`config.mk`:
```
export PLATFORM = sky130hd
export DESIGN_NAME = biquad_iir_filter
export DESIGN_NICKNAME = d
export VERILOG_FILES = /design/src/design/biq_pkg.sv /design/src/design/biq_ctrl.sv /design/src/design/biq_dp.sv /design/src/design/biquad_iir_filter.sv
export SDC_FILE = /design/constraint.sdc
export NUM_CORES = 2
export LEC_CHECK = 0
export BUFFER_PORTS_ARGS = -buffer_cell sky130_fd_sc_hd__buf_4
export CAP_MARGIN = 20
export CORE_MARGIN = 2
export CORE_UTILIZATION = 50
export CTS_CLUSTER_SIZE = 25
export DETAILED_ROUTE_END_ITERATION = 16
export MAX_ROUTING_LAYER = met4
export PLACE_DENSITY = 0.68
export SKIP_CTS_REPAIR_TIMING = 1
export SYNTH_ARGS = -nofsm -noshare
export SYNTH_HDL_FRONTEND = slang
export SYNTH_SLANG_ARGS = --single-unit
```
`constraint.sdc`:
```
create_clock -name clk -period 9.05 [get_ports clk]
set_input_delay 2.715 -clock clk [delete_from_list [all_inputs] [get_ports clk]]
set_output_delay 2.715 -clock clk [all_outputs]
set_load 0.005 [all_outputs]
```
`src/design/biq_pkg.sv`:
```
// Shared types, register indexes and multiplier step codes for the biquad filter.
package biq_pkg;

  localparam int unsigned CFG_ADDR_W = 3;
  localparam int unsigned CFG_DATA_W = 18;

  localparam logic [CFG_ADDR_W-1:0] REG_FF_COEFF_1 = 3'd0;
  localparam logic [CFG_ADDR_W-1:0] REG_FF_COEFF_2 = 3'd1;
  localparam logic [CFG_ADDR_W-1:0] REG_FB_COEFF_1 = 3'd2;
  localparam logic [CFG_ADDR_W-1:0] REG_FB_COEFF_2 = 3'd3;
  localparam logic [CFG_ADDR_W-1:0] REG_OUTPUT_GAIN = 3'd4;

  localparam logic signed [17:0] FF_COEFF_2_RST = -18'sd65536;

  typedef struct packed {
    logic signed [15:0] sample_in;
    logic               clear_history;
  } in_t;

  typedef struct packed {
    logic signed [15:0] sample_out;
    logic               clipped;
  } out_t;

  // One code per pass through the shared multiplier.
  typedef enum logic [2:0] {
    SEL_B1X1  = 3'd0,
    SEL_B2X2  = 3'd1,
    SEL_A1Y1L = 3'd2,
    SEL_A1Y1H = 3'd3,
    SEL_A2Y2L = 3'd4,
    SEL_A2Y2H = 3'd5,
    SEL_GYL   = 3'd6,
    SEL_GYH   = 3'd7
  } mul_sel_t;

  typedef enum logic [2:0] {
    ST_IDLE,
    ST_MAC,
    ST_DRAIN,
    ST_SAT,
    ST_GAIN,
    ST_GDRAIN,
    ST_DONE
  } state_t;

  typedef struct packed {
    logic     load;
    logic     mul_en;
    mul_sel_t mul_sel;
    logic     sat;
    logic     finish;
  } cmd_t;

  typedef struct packed {
    logic out_busy;
  } status_t;

endpackage

```
`src/design/biq_ctrl.sv`:
```
// Sequencing state machine for the biquad filter: steps the shared multiplier.
module biq_ctrl (
  input  logic             clk,
  input  logic             rst_n,
  input  logic             in_valid,
  output logic             in_ready,
  input  biq_pkg::status_t status,
  output biq_pkg::cmd_t    cmd
);

  biq_pkg::state_t state_r, state_nxt;
  logic [2:0]      cnt_r, cnt_nxt;

  always_ff @(posedge clk) begin
    if (!rst_n) begin
      state_r <= biq_pkg::ST_IDLE;
      cnt_r   <= 3'd0;
    end else begin
      state_r <= state_nxt;
      cnt_r   <= cnt_nxt;
    end
  end

  always_comb begin
    state_nxt   = state_r;
    cnt_nxt     = cnt_r;
    in_ready    = 1'b0;
    cmd.load    = 1'b0;
    cmd.mul_en  = 1'b0;
    cmd.mul_sel = biq_pkg::mul_sel_t'(cnt_r);
    cmd.sat     = 1'b0;
    cmd.finish  = 1'b0;
    case (state_r)
      biq_pkg::ST_IDLE: begin
        in_ready = 1'b1;
        cnt_nxt  = 3'd0;
        if (in_valid) begin
          cmd.load  = 1'b1;
          state_nxt = biq_pkg::ST_MAC;
        end
      end
      biq_pkg::ST_MAC: begin
        cmd.mul_en = 1'b1;
        cnt_nxt    = cnt_r + 3'd1;
        if (biq_pkg::mul_sel_t'(cnt_r) == biq_pkg::SEL_A2Y2H) begin
          state_nxt = biq_pkg::ST_DRAIN;
        end
      end
      // The last filter product is added to the accumulator here.
      biq_pkg::ST_DRAIN: begin
        state_nxt = biq_pkg::ST_SAT;
      end
      biq_pkg::ST_SAT: begin
        cmd.sat   = 1'b1;
        state_nxt = biq_pkg::ST_GAIN;
      end
      biq_pkg::ST_GAIN: begin
        cmd.mul_en = 1'b1;
        cnt_nxt    = cnt_r + 3'd1;
        if (biq_pkg::mul_sel_t'(cnt_r) == biq_pkg::SEL_GYH) begin
          state_nxt = biq_pkg::ST_GDRAIN;
        end
      end
      biq_pkg::ST_GDRAIN: begin
        state_nxt = biq_pkg::ST_DONE;
      end
      biq_pkg::ST_DONE: begin
        if (!status.out_busy) begin
          cmd.finish = 1'b1;
          state_nxt  = biq_pkg::ST_IDLE;
        end
      end
      default: begin
        state_nxt = biq_pkg::ST_IDLE;
      end
    endcase
  end

endmodule

```
`src/design/biq_dp.sv`:
```
// Datapath for the biquad filter: registers, history, shared multiplier, accumulators.
module biq_dp (
  input  logic                                clk,
  input  logic                                rst_n,
  input  logic                                cfg_we,
  input  logic [biq_pkg::CFG_ADDR_W-1:0]      cfg_addr,
  input  logic [biq_pkg::CFG_DATA_W-1:0]      cfg_wdata,
  input  biq_pkg::in_t                        in_data,
  input  biq_pkg::cmd_t                       cmd,
  output biq_pkg::status_t                    status,
  output logic                                out_valid,
  input  logic                                out_ready,
  output biq_pkg::out_t                       out_data
);

  logic signed [17:0] ff1_r, ff2_r, fb1_r, fb2_r;
  logic [16:0]        gain_r;

  logic signed [15:0] x_r, x1_r, x2_r;
  logic signed [39:0] y_r, y1_r, y2_r;

  logic signed [59:0] acc_r;
  logic signed [57:0] gacc_r;
  logic signed [38:0] prod_r;
  logic               prod_vld_r;
  biq_pkg::mul_sel_t  psel_r;
  logic               clip_r;
  logic               out_valid_r;
  biq_pkg::out_t      out_data_r;

  logic signed [17:0] a_op;
  logic signed [20:0] b_op;
  logic signed [38:0] prod_nxt;
  logic signed [59:0] prod_ext, acc_term;
  logic signed [57:0] gprod_ext, gacc_term;
  logic signed [43:0] ysh;
  logic               y_ovf;
  logic signed [39:0] y_sat;
  logic signed [25:0] res_wide;
  logic               res_ovf;
  logic signed [15:0] res_sat;

  // Configuration registers.
  always_ff @(posedge clk) begin
    if (!rst_n) begin
      ff1_r  <= 18'sd0;
      ff2_r  <= biq_pkg::FF_COEFF_2_RST;
      fb1_r  <= 18'sd0;
      fb2_r  <= 18'sd0;
      gain_r <= 17'd0;
    end else if (cfg_we) begin
      case (cfg_addr)
        biq_pkg::REG_FF_COEFF_1:  ff1_r  <= $signed(cfg_wdata);
        biq_pkg::REG_FF_COEFF_2:  ff2_r  <= $signed(cfg_wdata);
        biq_pkg::REG_FB_COEFF_1:  fb1_r  <= $signed(cfg_wdata);
        biq_pkg::REG_FB_COEFF_2:  fb2_r  <= $signed(cfg_wdata);
        biq_pkg::REG_OUTPUT_GAIN: gain_r <= cfg_wdata[16:0];
        default: begin
        end
      endcase
    end
  end

  // Operand selection. The 40-bit history values go through the multiplier in
  // two halves: the low 20 bits unsigned, the high 20 bits signed.
  always_comb begin
    case (cmd.mul_sel)
      biq_pkg::SEL_B1X1: begin
        a_op = ff1_r;
        b_op = {{5{x1_r[15]}}, x1_r};
      end
      biq_pkg::SEL_B2X2: begin
        a_op = ff2_r;
        b_op = {{5{x2_r[15]}}, x2_r};
      end
      biq_pkg::SEL_A1Y1L: begin
        a_op = fb1_r;
        b_op = {1'b0, y1_r[19:0]};
      end
      biq_pkg::SEL_A1Y1H: begin
        a_op = fb1_r;
        b_op = {y1_r[39], y1_r[39:20]};
      end
      biq_pkg::SEL_A2Y2L: begin
        a_op = fb2_r;
        b_op = {1'b0, y2_r[19:0]};
      end
      biq_pkg::SEL_A2Y2H: begin
        a_op = fb2_r;
        b_op = {y2_r[39], y2_r[39:20]};
      end
      biq_pkg::SEL_GYL: begin
        a_op = {1'b0, gain_r};
        b_op = {1'b0, y_r[19:0]};
      end
      biq_pkg::SEL_GYH: begin
        a_op = {1'b0, gain_r};
        b_op = {y_r[39], y_r[39:20]};
      end
      default: begin
        a_op = 18'sd0;
        b_op = 21'sd0;
      end
    endcase
    prod_nxt = a_op * b_op;
  end

  // Weight each registered product by its place in the sum.
  always_comb begin
    prod_ext  = {{21{prod_r[38]}}, prod_r};
    gprod_ext = {{19{prod_r[38]}}, prod_r};
    acc_term  = 60'sd0;
    gacc_term = 58'sd0;
    case (psel_r)
      biq_pkg::SEL_B1X1,
      biq_pkg::SEL_B2X2:  acc_term  = prod_ext <<< 16;
      biq_pkg::SEL_A1Y1L,
      biq_pkg::SEL_A2Y2L: acc_term  = -prod_ext;
      biq_pkg::SEL_A1Y1H,
      biq_pkg::SEL_A2Y2H: acc_term  = -(prod_ext <<< 20);
      biq_pkg::SEL_GYL:   gacc_term = gprod_ext;
      biq_pkg::SEL_GYH:   gacc_term = gprod_ext <<< 20;
      default: begin
      end
    endcase
  end

  // Floor to 16 fraction bits is an arithmetic shift; then clamp to 40 bits.
  always_comb begin
    ysh   = acc_r[59:16];
    y_ovf = (ysh[43:39] != {5{ysh[43]}});
    if (y_ovf) begin
      y_sat = ysh[43] ? {1'b1, {39{1'b0}}} : {1'b0, {39{1'b1}}};
    end else begin
      y_sat = ysh[39:0];
    end
  end

  // Output truncates toward zero: a negative value with a non-zero fraction
  // moves up by one after the floor shift.
  always_comb begin
    res_wide = gacc_r[57:32] + {25'd0, (gacc_r[57] & (|gacc_r[31:0]))};
    res_ovf  = (res_wide[25:15] != {11{res_wide[25]}});
    if (res_ovf) begin
      res_sat = res_wide[25] ? 16'sh8000 : 16'sh7fff;
    end else begin
      res_sat = res_wide[15:0];
    end
  end

  always_ff @(posedge clk) begin
    if (!rst_n) begin
      x1_r        <= 16'sd0;
      x2_r        <= 16'sd0;
      y1_r        <= 40'sd0;
      y2_r        <= 40'sd0;
      prod_vld_r  <= 1'b0;
      out_valid_r <= 1'b0;
    end else begin
      prod_vld_r <= cmd.mul_en;
      if (cmd.load && in_data.clear_history) begin
        x1_r <= 16'sd0;
        x2_r <= 16'sd0;
        y1_r <= 40'sd0;
        y2_r <= 40'sd0;
      end else if (cmd.finish) begin
        x1_r <= x_r;
        x2_r <= x1_r;
        y1_r <= y_r;
        y2_r <= y1_r;
      end
      if (cmd.finish) begin
        out_valid_r <= 1'b1;
      end else if (out_ready) begin
        out_valid_r <= 1'b0;
      end
    end
  end

  always_ff @(posedge clk) begin
    if (cmd.mul_en) begin
      prod_r <= prod_nxt;
      psel_r <= cmd.mul_sel;
    end
    if (cmd.load) begin
      x_r    <= in_data.sample_in;
      acc_r  <= {{12{in_data.sample_in[15]}}, in_data.sample_in, 32'd0};
      gacc_r <= 58'sd0;
      clip_r <= 1'b0;
    end else begin
      if (prod_vld_r) begin
        acc_r  <= acc_r + acc_term;
        gacc_r <= gacc_r + gacc_term;
      end
      if (cmd.sat) begin
        y_r    <= y_sat;
        clip_r <= y_ovf;
      end
    end
    if (cmd.finish) begin
      out_data_r.sample_out <= res_sat;
      out_data_r.clipped    <= clip_r | res_ovf;
    end
  end

  assign status.out_busy = out_valid_r & ~out_ready;
  assign out_valid       = out_valid_r;
  assign out_data        = out_data_r;

endmodule

```
`src/design/biquad_iir_filter.sv`:
```
// Top level of the direct form I biquad filter on 16-bit signed samples.
//
// Samples enter on in_valid/in_ready with in_data (sample_in, clear_history);
// results leave on out_valid/out_ready with out_data (sample_out, clipped).
// One result is produced for every sample, in order.
// A single 18x21-bit multiplier is shared by all products: two feedforward
// taps, two feedback taps split into low and high halves, and the output gain
// split the same way, eight passes in all. The passes for one sample run
// one after another, and a new sample is accepted only once they are done.
// in_ready is high only while the sequencer is idle.
// The result sits in an output register: the next sample is accepted and
// processed while it waits, and the sequencer only holds once a second result
// is ready and the first has still not been taken.
// Configuration writes on cfg_we/cfg_addr/cfg_wdata take effect at once. The
// user must make them while no sample is in flight; the block does not enforce
// this. Reset restores register defaults and zeroes sample and feedback history.
module biquad_iir_filter (
  input  logic                           clk,
  input  logic                           rst_n,
  input  logic                           cfg_we,
  input  logic [biq_pkg::CFG_ADDR_W-1:0] cfg_addr,
  input  logic [biq_pkg::CFG_DATA_W-1:0] cfg_wdata,
  input  logic                           in_valid,
  output logic                           in_ready,
  input  biq_pkg::in_t                   in_data,
  output logic                           out_valid,
  input  logic                           out_ready,
  output biq_pkg::out_t                  out_data
);

  biq_pkg::cmd_t    cmd;
  biq_pkg::status_t status;

  biq_ctrl u_ctrl (
    .clk      (clk),
    .rst_n    (rst_n),
    .in_valid (in_valid),
    .in_ready (in_ready),
    .status   (status),
    .cmd      (cmd)
  );

  biq_dp u_dp (
    .clk       (clk),
    .rst_n     (rst_n),
    .cfg_we    (cfg_we),
    .cfg_addr  (cfg_addr),
    .cfg_wdata (cfg_wdata),
    .in_data   (in_data),
    .cmd       (cmd),
    .status    (status),
    .out_valid (out_valid),
    .out_ready (out_ready),
    .out_data  (out_data)
  );

endmodule

```
After elaboration in Yosys (flattened, before gate mapping)
Index checks and enable logic that the tools add are counted.

storage, ports and cells
  bits in registers = 443
  input bits = 43
  output and inout port bits = 19

operators by class
  $add $sub $neg = 6
  $mul = 1
  eq/ne operators = 30
  multiplexer cells = 25
  bitwise logic cells = 6
  reduce and logical (&&, ||, !) cells = 24

operator list
  cell                                                                    number
  60-bit case mux with 3 select lines                                     1
  21-bit case mux with 8 select lines                                     1
  60-bit 2-to-1 mux                                                       2
  58-bit case mux with 2 select lines                                     1
  18-bit case mux with 5 select lines                                     1
  40-bit 2-to-1 mux                                                       2
  60-bit adder                                                            1
  39-bit negator with 60-bit output                                       1
  59-bit negator with 60-bit output                                       1
  58-bit adder                                                            1
  18-bit by 21-bit multiplier with 39-bit output                          1
  3-bit equality test (second input constant)                             12
  16-bit 2-to-1 mux                                                       2
  32-bit OR reduction                                                     1
  26-bit by 1-bit adder with 26-bit output                                1
  3-bit by 2-bit equality test with 1-bit output (second input constant)  8
  3-bit case mux with 7 select lines                                      1
  2-bit OR reduction                                                      8
  3-bit by 1-bit equality test with 1-bit output (second input constant)  4
  3-bit zero test                                                         4
  3-bit 2-to-1 mux                                                        4
  2-bit AND reduction                                                     6
  10-bit != test                                                          1
  1-bit 2-to-1 mux                                                        9
  other kinds (11)                                                        18

Logic depth before layout (Yosys ltp)
  word-level depth = 6
  depth in mapped cells = 40

Cells and area by module
A second synthesis with hierarchy kept.

unflattened totals
  cells, all modules = 4,632
  area, all modules = 40,787.9 um2

by module, submodules not included
  module    instances  cells an instance  area an instance (um2)
  biq_dp    1          4,586              40,371.2
  biq_ctrl  1          46                 416.6

Least setup slack after synthesis
No wires, ideal clock.

  kind = flip-flop to flip-flop
  from = register u_ctrl.cnt_r[1]
  to = register u_dp.prod_r[32], data pin
  data arrival time = 9.140 ns
  required time = 8.792 ns
  path slack = -0.348 ns
  cell stages (with the launch flop) = 36
  path buffers = 7
  cell sequence = dfxtp_1 -> inv_1 -> clkbuf_1 -> clkbuf_1 -> ha_1 -> clkbuf_1 -> nor2b_1 -> clkbuf_1 -> clkbuf_1 -> clkbuf_1 -> a222oi_1 -> a41oi_1 -> clkbuf_1 -> nand2_1 -> fa_1 -> inv_1 -> fa_1 -> inv_1 -> fa_1 -> inv_1 -> fa_1 -> fa_1 -> inv_1 -> fa_1 -> inv_1 -> ha_1 -> and4_1 -> nor3b_1 -> a2111oi_0 -> o211ai_1 -> or2_2 -> a31o_2 -> a41o_1 -> o41ai_1 -> o311a_1 -> a21oi_1

on the way
  longest elaborated chain between the ends = 4
  elaborated cells between the ends (all ways) = 14

ends and longest elaborated chain
  what                                                                                   line            text
  from (decl)                                                                            biq_ctrl.sv:12  logic [2:0] cnt_r, cnt_nxt;
  from (signal assigned)                                                                 biq_ctrl.sv:20  cnt_r <= cnt_nxt;
  3-bit equality test or 3-bit by 2-bit equality test with 1-bit output (tied branches)  biq_dp.sv:67    case (cmd.mul_sel)
  2-bit OR reduction (no line)                                                           --
  18-bit case mux with 5 select lines                                                    biq_dp.sv:67
  18-bit by 21-bit multiplier with 39-bit output (*)                                     biq_dp.sv:105   prod_nxt = a_op * b_op;
  net u_dp.prod_nxt[32]                                                                  biq_dp.sv:33    logic signed [38:0] prod_nxt;
  to (signal assigned)                                                                   biq_dp.sv:182   prod_r <= prod_nxt;
  to (decl)                                                                              biq_dp.sv:24    logic signed [38:0] prod_r;

Mark *: on every way through the listed nets, which the timed path passes. The rest lies on a longest branch.
A chain may end at the register's enable or synchronous reset.

Final worst setup path
Same ends and word-level chain as after synthesis.

==> out/metrics.sh <==
DRC=0
TIMING_HOLD_VIOLATIONS_FINAL=0
YS_ASYNC_RST_SHARE=0
WORST_HOLD_PATH_TYPE='reg2reg'
HOLD_END='u_dp.y2_r[9]$_SDFFE_PP0P_'
DRT_FIRST_PASS_ITERS=8
IR_WORST_VDD_mV=0.140
FIRST_PASS_GRT_WIRE_LENGTH_UM=191000
AREA_GROWTH_PCT=8.99
TIMING.CRITICAL_PATH.REQUIRED_NS=9.42
SETUP_WS_NS=0.510
OUTCOME='finished, final reports clean'
R2R-START='u_ctrl.cnt_r[1]$_SDFFE_PN0P_'
GRT_ANTENNA_BEFORE_REPAIR=0
CTS_BUFFER_DEPTH=3
FINAL_LAYOUT_SIZE_SUFFIX_GT1_FRAC=0.0713
TIMING_WORST_SLEW_PIN_VALUE_NS=1.02
IOS=62
CLOCK_INSERTION_DELAY_WORST_SKEW_NS=0.64
DRV.MAX_CAP_VIOLATION_COUNT=0
DIE_H_UM=288
YS_SEQ_AREA_FRAC=0.255
WORSTSETUPENDPOINTTYPE='register'
DPL.HPWL_UM=94600
CP-START-KIND='register'
GLOBAL_ROUTE.USAGE.TOTAL=0.305
SYNTH_CELLS=4791
FLOORPLAN.CORE_AREA_SQ_UM=80200
NET_COUNT_AFTER_SYNTHESIS=5437
CP.ARRIVAL_NS=8.91
R2R_CELLS=28
YS_SEQ_ELEMENTS=443
ANTENNA_LEFT=0
CORE.ROWCOUNT=104
FINCLKSKEW_NS=0.0461
VIAS_PER_CELL=5.82
CTS.SINK_COUNT=443
DIE_AREA_SQ_UM=83000
CRITICAL_PATH.MOST_COMMON_CELL='fa_1'
CTS.ROOT.BUFFER_CELL='clkbuf_16'
CTS_TREE='built'
HOLD-PATH-CELL-COUNT=2
FINISH.NET_COUNT=5401
FMAX_GHz=0.117
YOSYSWARNINGCOUNT=0
DRT-TOTAL-WL_UM=123000
SYNTH-EDFF-COUNT=143
SYNTHESIS.AREA_SQ_UM=40400
FINALSETUPVIOLATIONS=0
WORST_PATH_MAX_DELAY_CELL='a222oi_1'
YS_TYPES=93
GRT_START_MAX_NET_PINS=113
START_UTIL=0.503
DETAIL_ROUTE.ITER0.VIOLATIONS=3137
CRIT_START='u_ctrl.cnt_r[1]$_SDFFE_PN0P_'
R2R-END='u_dp.prod_r[32]$_DFFE_PP_'
FIRST_GLOBAL_VIAS=32700
CLKTRANSATPATHREGS_NS=0.07
RRSETUPSLACK_NS=0.51
CPPEAKSTAGEDELAY_NS=0.62
NUMPORTBUFFERS=61
CRITICAL_PATH_TYPE='reg2reg'
GP_ROUTABILITY_CONGESTION=0.986
DRV_SLEW=0
PWR_DENSITY_CELL_nW_PER_UM2=160
FINAL.PERIOD_UTILIZATION=0.944
MAX_SLEW_MARGIN=0.304
SYNTH_TOP_FLOP_CELL='dfxtp_1'
CTS_MADE_BUFFERS=49
DRT-WIRELENGTH-PER-CELL_UM=21.0
H_TREE_LEVEL_COUNT=2
P_LEAK_nW=19.0
POSTLAYOUTCOREUTIL=0.549
FINALCRITICALPERIOD_NS=8.54
GRT-OVFL-TOTAL=0
CRITICAL_PATH.MAX_FANOUT=20
FLOORPLAN.DIE.WIDTH_UM=288
PLACE_WS_NS=0.309
VIA_COUNT=34100
HP-START='u_dp.y1_r[9]$_SDFFE_PP0P_'
SYN_AVG_CELL_AREA_SQ_UM=8.42
-- sequential cells by signal, indices dropped and copies added, names as in the netlist --
register	count
u_dp.acc_r	60
u_dp.gacc_r	58
u_dp.y1_r	40
u_dp.y2_r	40
u_dp.y_r	40
u_dp.prod_r	39
u_dp.fb1_r	18
u_dp.fb2_r	18
u_dp.ff1_r	18
u_dp.ff2_r	18
u_dp.gain_r	17
u_dp.out_data	17
u_dp.x1_r	16
u_dp.x2_r	16
u_dp.x_r	16
u_ctrl.cnt_r	3
u_ctrl.state_r	3
u_dp.psel_r	3
u_dp.clip_r	1
u_dp.out_valid	1
u_dp.prod_vld_r	1
-- cell usage in the layout (no fill, tap or decap), drive strengths merged, types with 143 or more instances in the layout --
| cell type | instances |
|---|---|
| o21ai | 193 |
| inv | 520 |
| nor2 | 343 |
| nand2 | 845 |
| edfxtp | 143 |
| a21oi | 308 |
| dfxtp | 300 |
| buf | 177 |
| ha | 224 |
| fa | 379 |
-- worst max-delay path by stage --
stage                                      to  slack, ns
CTS                 u_dp.prod_r[32]$_DFFE_PP_       0.30
floorplan           u_dp.prod_r[32]$_DFFE_PP_       0.02
global placement    u_dp.prod_r[32]$_DFFE_PP_       0.46
global route        u_dp.prod_r[32]$_DFFE_PP_     -0.004
finish              u_dp.prod_r[32]$_DFFE_PP_       0.51
detailed placement  u_dp.prod_r[32]$_DFFE_PP_       0.31
-- critical path, delay by kind of cell, from the launching register on --
family | cells | cell delay, ns
AND/OR/NAND/NOR | 4 | 0.85
flip-flops | 1 | 0.32
AO/OA/AOI/OAI | 10 | 2.79
adder cells (fa/ha/maj) | 9 | 3.93
buffers and inverters | 5 | 0.38
-- metrics by stage --
step                      area (sq um)  hold slack (ns)  power (mW)  TNS [ns]  std cells
after floorplan                  40400            0.435        4.03         0       4791
after global placement           42200            0.444        4.82         0       5762
after detailed placement         42200            0.446        4.84         0       5762
after CTS                        43900            0.444        7.04         0       5853
after global routing             44000            0.469        7.40  -0.00728       5855
final                            44000            0.443        7.04         0       5856
-- layout make-up --
type | count | area, sq um
Multi-Input combinational cell | 3567 | 27200
Antenna cell | 1 | 2.50
Clock inverter | 31 | 438
Sequential cell | 443 | 10300
Timing Repair Buffer | 177 | 1400
Clock buffer | 60 | 1330
Inverter | 517 | 1940
Fill cell | 7427 | 36200
Tap cell | 1060 | 1330
-- kinds of logic after synthesis --
logic type | count (synthesis) | synth area share
flops | 443 | 0.255
simple gates | 1629 | 0.178
mux | 93 | 0.0235
xor+xnor | 187 | 0.0406
fa+ha+maj | 604 | 0.258
buf+inv | 781 | 0.0733
compound gates | 1054 | 0.172
-- power by group --
group | switching [mW] | leakage, nW | total, mW | internal, mW
Combinational | 1.48 | 14.4 | 2.39 | 0.910
Clock | 0.925 | 0.828 | 2.19 | 1.27
Sequential | 0.248 | 3.78 | 2.46 | 2.21
-- cell usage after synthesis, types with 69 or more instances --
cell type  count  area [sq um]
a21boi_0      92           691
edfxtp_1     143          4290
a21o_1       126           946
nand3_1       69           345
clkbuf_1     240           901
xnor2_1      128          1120
ha_1         224          2800
a21oi_1      307          1540
mux2i_1       80           801
dfxtp_1      300          6010
and2_1        81           507
o21ai_0      178           891
fa_1         379          7590
nand2_1      845          3170
inv_1        515          1930
nor2_1       342          1280
-- per-layer routing --
metal | vias up | GRT usage | share of wire
li1 | 16000 | - | -
met1 | 16700 | 0.426 | 0.44
met2 | 1210 | 0.458 | 0.45
met3 | 233 | 0.0412 | 0.073
met4 | 0 | 0.0978 | 0.034
met5 | - | - | 0
Note: power is estimated with default switching activity, not from simulation.
